===== src/design/fcnp_pkg.sv =====
package fcnp_pkg;

  localparam int MAX_SETS     = 256;
  localparam int MAX_WAYS     = 8;
  localparam int ADDR_BITS    = 48;
  localparam int MAX_PREFETCH = 8;

  localparam int SET_W    = (MAX_SETS > 1) ? $clog2(MAX_SETS) : 1;
  localparam int IB_MAX   = $clog2(MAX_SETS);
  localparam int CFG_BITS = 4;
  localparam int IDX_BITS = 8;
  localparam int CNT_BITS = 32;

  localparam logic [IDX_BITS-1:0] REG_OFFSET_BITS    = 8'd0;
  localparam logic [IDX_BITS-1:0] REG_INDEX_BITS     = 8'd1;
  localparam logic [IDX_BITS-1:0] REG_WAYS_IN_USE    = 8'd2;
  localparam logic [IDX_BITS-1:0] REG_PREFETCH_DEPTH = 8'd3;

  localparam logic OP_WRITE = 1'b1;

  typedef struct packed {
    logic                 op;
    logic [ADDR_BITS-1:0] addr;
  } in_t;

  typedef struct packed {
    logic                hit;
    logic                demand_read;
    logic                mem_write;
    logic [3:0]          prefetch_reads;
    logic [CNT_BITS-1:0] total_hits;
    logic [CNT_BITS-1:0] total_misses;
    logic [CNT_BITS-1:0] total_reads;
    logic [CNT_BITS-1:0] total_writes;
  } out_t;

  typedef struct packed {
    logic [MAX_WAYS-1:0][ADDR_BITS-1:0] tags;
    logic [MAX_WAYS-1:0]                valid;
  } row_t;

  typedef struct packed {
    logic load;
    logic look;
    logic check;
    logic advance;
  } cmd_t;

  typedef struct packed {
    logic found;
    logic demand;
    logic last;
  } sts_t;

endpackage


===== src/design/fcnp_ctrl.sv =====
module fcnp_ctrl
  import fcnp_pkg::*;
(
  input  logic clk,
  input  logic rst_n,
  input  logic start,
  input  sts_t sts,
  output cmd_t cmd,
  output logic busy,
  output logic out_valid
);

  typedef enum logic [2:0] {
    S_IDLE  = 3'b001,
    S_LOOK  = 3'b010,
    S_CHECK = 3'b100
  } state_t;

  state_t state_r, state_nxt;
  logic   out_valid_r, out_valid_nxt;

  always_comb begin
    state_nxt     = state_r;
    out_valid_nxt = 1'b0;
    cmd           = '0;
    unique case (state_r)
      S_IDLE: begin
        if (start) begin
          cmd.load  = 1'b1;
          state_nxt = S_LOOK;
        end
      end
      S_LOOK: begin
        cmd.look  = 1'b1;
        state_nxt = S_CHECK;
      end
      S_CHECK: begin
        cmd.check = 1'b1;
        // A demand hit or the last block ends the item; else walk on.
        if ((sts.found && sts.demand) || sts.last) begin
          out_valid_nxt = 1'b1;
          state_nxt     = S_IDLE;
        end else begin
          cmd.advance = 1'b1;
          state_nxt   = S_LOOK;
        end
      end
      default: state_nxt = S_IDLE;
    endcase
  end

  always_ff @(posedge clk) begin
    if (!rst_n) begin
      state_r     <= S_IDLE;
      out_valid_r <= 1'b0;
    end else begin
      state_r     <= state_nxt;
      out_valid_r <= out_valid_nxt;
    end
  end

  assign busy      = (state_r != S_IDLE);
  assign out_valid = out_valid_r;

endmodule


===== config.mk =====
export PLATFORM = sky130hd
export DESIGN_NAME = fcnp_ctrl
export DESIGN_NICKNAME = d
export VERILOG_FILES = /design/src/design/fcnp_pkg.sv /design/src/design/fcnp_ctrl.sv
export SDC_FILE = /design/constraint.sdc
export NUM_CORES = 1
export LEC_CHECK = 0
export BUFFER_PORTS_ARGS = -buffer_cell sky130_fd_sc_hd__buf_2
export CAP_MARGIN = 20
export CORE_AREA = 4 4 41 43
export CTS_BUF_LIST = sky130_fd_sc_hd__clkbuf_16
export DETAILED_ROUTE_END_ITERATION = 8
export DIE_AREA = 0 0 45 47
export PLACE_DENSITY_LB_ADDON = 0.25
export SLEW_MARGIN = 20
export SYNTH_ARGS = -nofsm -noshare
export SYNTH_HDL_FRONTEND = slang
export SYNTH_SLANG_ARGS = --single-unit

===== constraint.sdc =====
create_clock -name clk -period 1 [get_ports clk]
set_clock_uncertainty 0.05 [all_clocks]
set_input_delay 0.05 -clock clk [delete_from_list [all_inputs] [get_ports clk]]
set_output_delay 0.05 -clock clk [all_outputs]
set_load 0.02 [all_outputs]

==> results.sh <==
export IMPL_grt_max_degree=8
export IMPL_synth_top_area_share_pct=45.1
export IMPL_drc=0
export IMPL_synth_largest_area_cell="dfxtp_1"
export IMPL_finalSetupTns_ns=-0.402
export IMPL_syn_inst=19
export IMPL_worst_slew_pin_slew_ns=0.196
export IMPL_synth_most_common_cell="dfxtp_1"
export IMPL_worst_ir_drop_vdd_v=0.000973
export IMPL_cts_sinks=4
export IMPL_tritoncts="yes"
export IMPL_post_route_cell_area_um2=450
export IMPL_fin_nets=46
export IMPL_ys_warn_count=0
export IMPL_synth_xor_area_share_pct=0
export IMPL_dr_total_vias=211
export IMPL_finalSetupViolCount=5
export IMPL_start_util_pct=13.7
export IMPL_cts_buffer_depth=2
export IMPL_async_flop_share_pct=0
export IMPL_post_route_min_period_ns=1.11
export IMPL_ioPinCount=12
export IMPL_routabilityCongestion=0.794
export IMPL_fp_dieArea_um2=2120
export IMPL_setup_slack_ns=-0.115
export IMPL_routed_wl_um=603
export IMPL_netlist_top_cells_area="dfxtp_1 45%, nor3b_2 7.0%, nor3_2 5.6%"
export IMPL_vias_per_cell=3.98
export IMPL_cp_required_ns=0.90
export IMPL_antenna_cells=0
export IMPL_worstSetupEndpointType="output port"
export IMPL_synth_edff_count=0
export IMPL_path_class="flop to output port"
export IMPL_fp_coreArea_um2=1300
export IMPL_final_max_slew_viol_count=0
export IMPL_hold_path_class="input port to flop"
export IMPL_io_buffer_count=11
export IMPL_cts_hold_buf=0
export IMPL_synth_top_flop_cell="dfxtp_1"
export IMPL_insertion_delay_ns=0.22
export IMPL_yosysSeqAreaShare_pct=45.1
export IMPL_start_kind="flop"
export IMPL_maxSlewHeadroom_pct=86.8
export IMPL_h_tree_depth=1
export IMPL_synthMuxAreaShare_pct=0
export IMPL_dpl_instance_area_um2=295
export IMPL_hold_viol_final=0
export IMPL_synth_cell_types=14
export IMPL_synth_compound_area_share_pct=19.0
export IMPL_synth_fa_ha_area_share_pct=0
export IMPL_path_max_fanout=3
export IMPL_fin_crit_sh_pct=111
export IMPL_violations="negative setup slack"
export IMPL_syn_to_final_growth_pct=154
export IMPL_layout_drive_gt1_share_pct=73.7
export IMPL_path_clk_slew_ns=0.03
export IMPL_first_iter_violations=0
export IMPL_die_w_um=45
export IMPL_cap_violations=0
export IMPL_totalPowerFinal_uw=919
export IMPL_first_global_vias=214
export IMPL_syn_area_per_cell_um2=9.35
export IMPL_first_pass_iters=1
export IMPL_fmax_ghz=0.897
export IMPL_synth_seq_cells=4
export IMPL_p_leak_nw=0.205
export IMPL_hold_ws_ns=0.0164
export IMPL_status="complete, but fails checks"
export IMPL_rsz0062_at_grt="yes"
export IMPL_synth_top_family_by_area="simple AND/OR/NAND/NOR gates"
export IMPL_clockRootBuffer="clkbuf_16"
export IMPL_fp_row_count=13
export IMPL_antenna_found_initial=0
export IMPL_synth_cell_area_um2=178
export IMPL_arrival_ns=1.01
export IMPL_fin_util_pct=34.6
export IMPL_grt_overflow=0
export IMPL_cts_inserted_buffers=3
export IMPL_grt_usage_pct=7.12
export IMPL_wire_per_inst_um=11.4
export IMPL_fp_dieH_um=47
export IMPL_synth_nets=25
export IMPL_grt_pass1_wl_um=903
export IMPL_p_per_area_nw_per_um2=2040
export IMPL_synth_top_cells_by_count="4 x dfxtp_1, 2 x nand2_1, 2 x nor2_1"
export IMPL_ant_nets=0
export IMPL_yosys_area_share_simple_pct=35.9
-- cell type report --
type / instances / area [um^2]
fillers: 139 / 851
multi-input cells: 15 / 136
repair buffers: 16 / 131
flip-flops and latches: 4 / 88.8
clock buffers: 3 / 75.1
well taps: 15 / 18.8
-- metrics by stage --
stage | cells | setup WS (ns)
after floorplan | 19 | -0.0785
after global placement | 48 | 0.0308
after detailed placement | 48 | 0.0194
after CTS | 53 | -0.121
after global routing | 53 | -0.142
final | 53 | -0.115
-- path summary, 6_finish.rpt --
| check | cells after the start | end | slack, ns | from |
|---|---|---|---|---|
| min | 2 | state_r[0]$_SDFFE_PN1P_ | 0.02 | rst_n |
| min reg2reg | 1 | state_r[0]$_SDFFE_PN1P_ | 0.52 | state_r[1]$_SDFFE_PN0P_ |
| max reg2reg | 3 | state_r[0]$_SDFFE_PN1P_ | 0.03 | state_r[2]$_SDFFE_PN0P_ |
| max | 3 | cmd[2] | -0.11 | state_r[2]$_SDFFE_PN0P_ |
-- cells in the final DEF (no fill, tap or decap), drive strengths merged, types with 2 or more instances in the layout --
cell and count:
buf 16, clkbuf 3, dfxtp 4, nand2 2, nor2 2, nor3 2
-- critical path: stages, from the launching register on --
cell     delay [ns]
dfxtp_4        0.35
buf_6          0.12
nor3b_4        0.18
buf_6          0.14
-- flip-flops by register name (all words and copies together), names as in the netlist --
register and flops:
state_r 3, out_valid 1
-- metal layers --
| layer | GRT usage (%) | vias to the layer above | share of wire, % |
|---|---|---|---|
| li1 | - | 108 | - |
| met5 | 0 | - | 0 |
| met1 | 4.57 | 93 | 32 |
| met4 | 8.77 | 0 | 4.6 |
| met3 | 4.98 | 4 | 6.5 |
| met2 | 11.9 | 6 | 56 |
-- where the power goes --
group	internal, mW	total, mW	switching (mW)
Combinational	0.0662	0.115	0.0485
Clock	0.511	0.624	0.113
Sequential	0.166	0.181	0.0145
Total	0.744	0.919	0.176
-- timing repair --
action                                  in CTS  in global routing
gates resized for setup                     20                  0
pin swaps                                    3                  0
setup buffers                                2                  0
endpoints found under the setup margin       6                  7
-- logic make-up after synthesis --
logic type / Yosys count
AOI/OAI and AO/OA: 5
DFF: 4
and+or+nand+nor: 10
No activity file was read; power rests on OpenSTA's default activity.
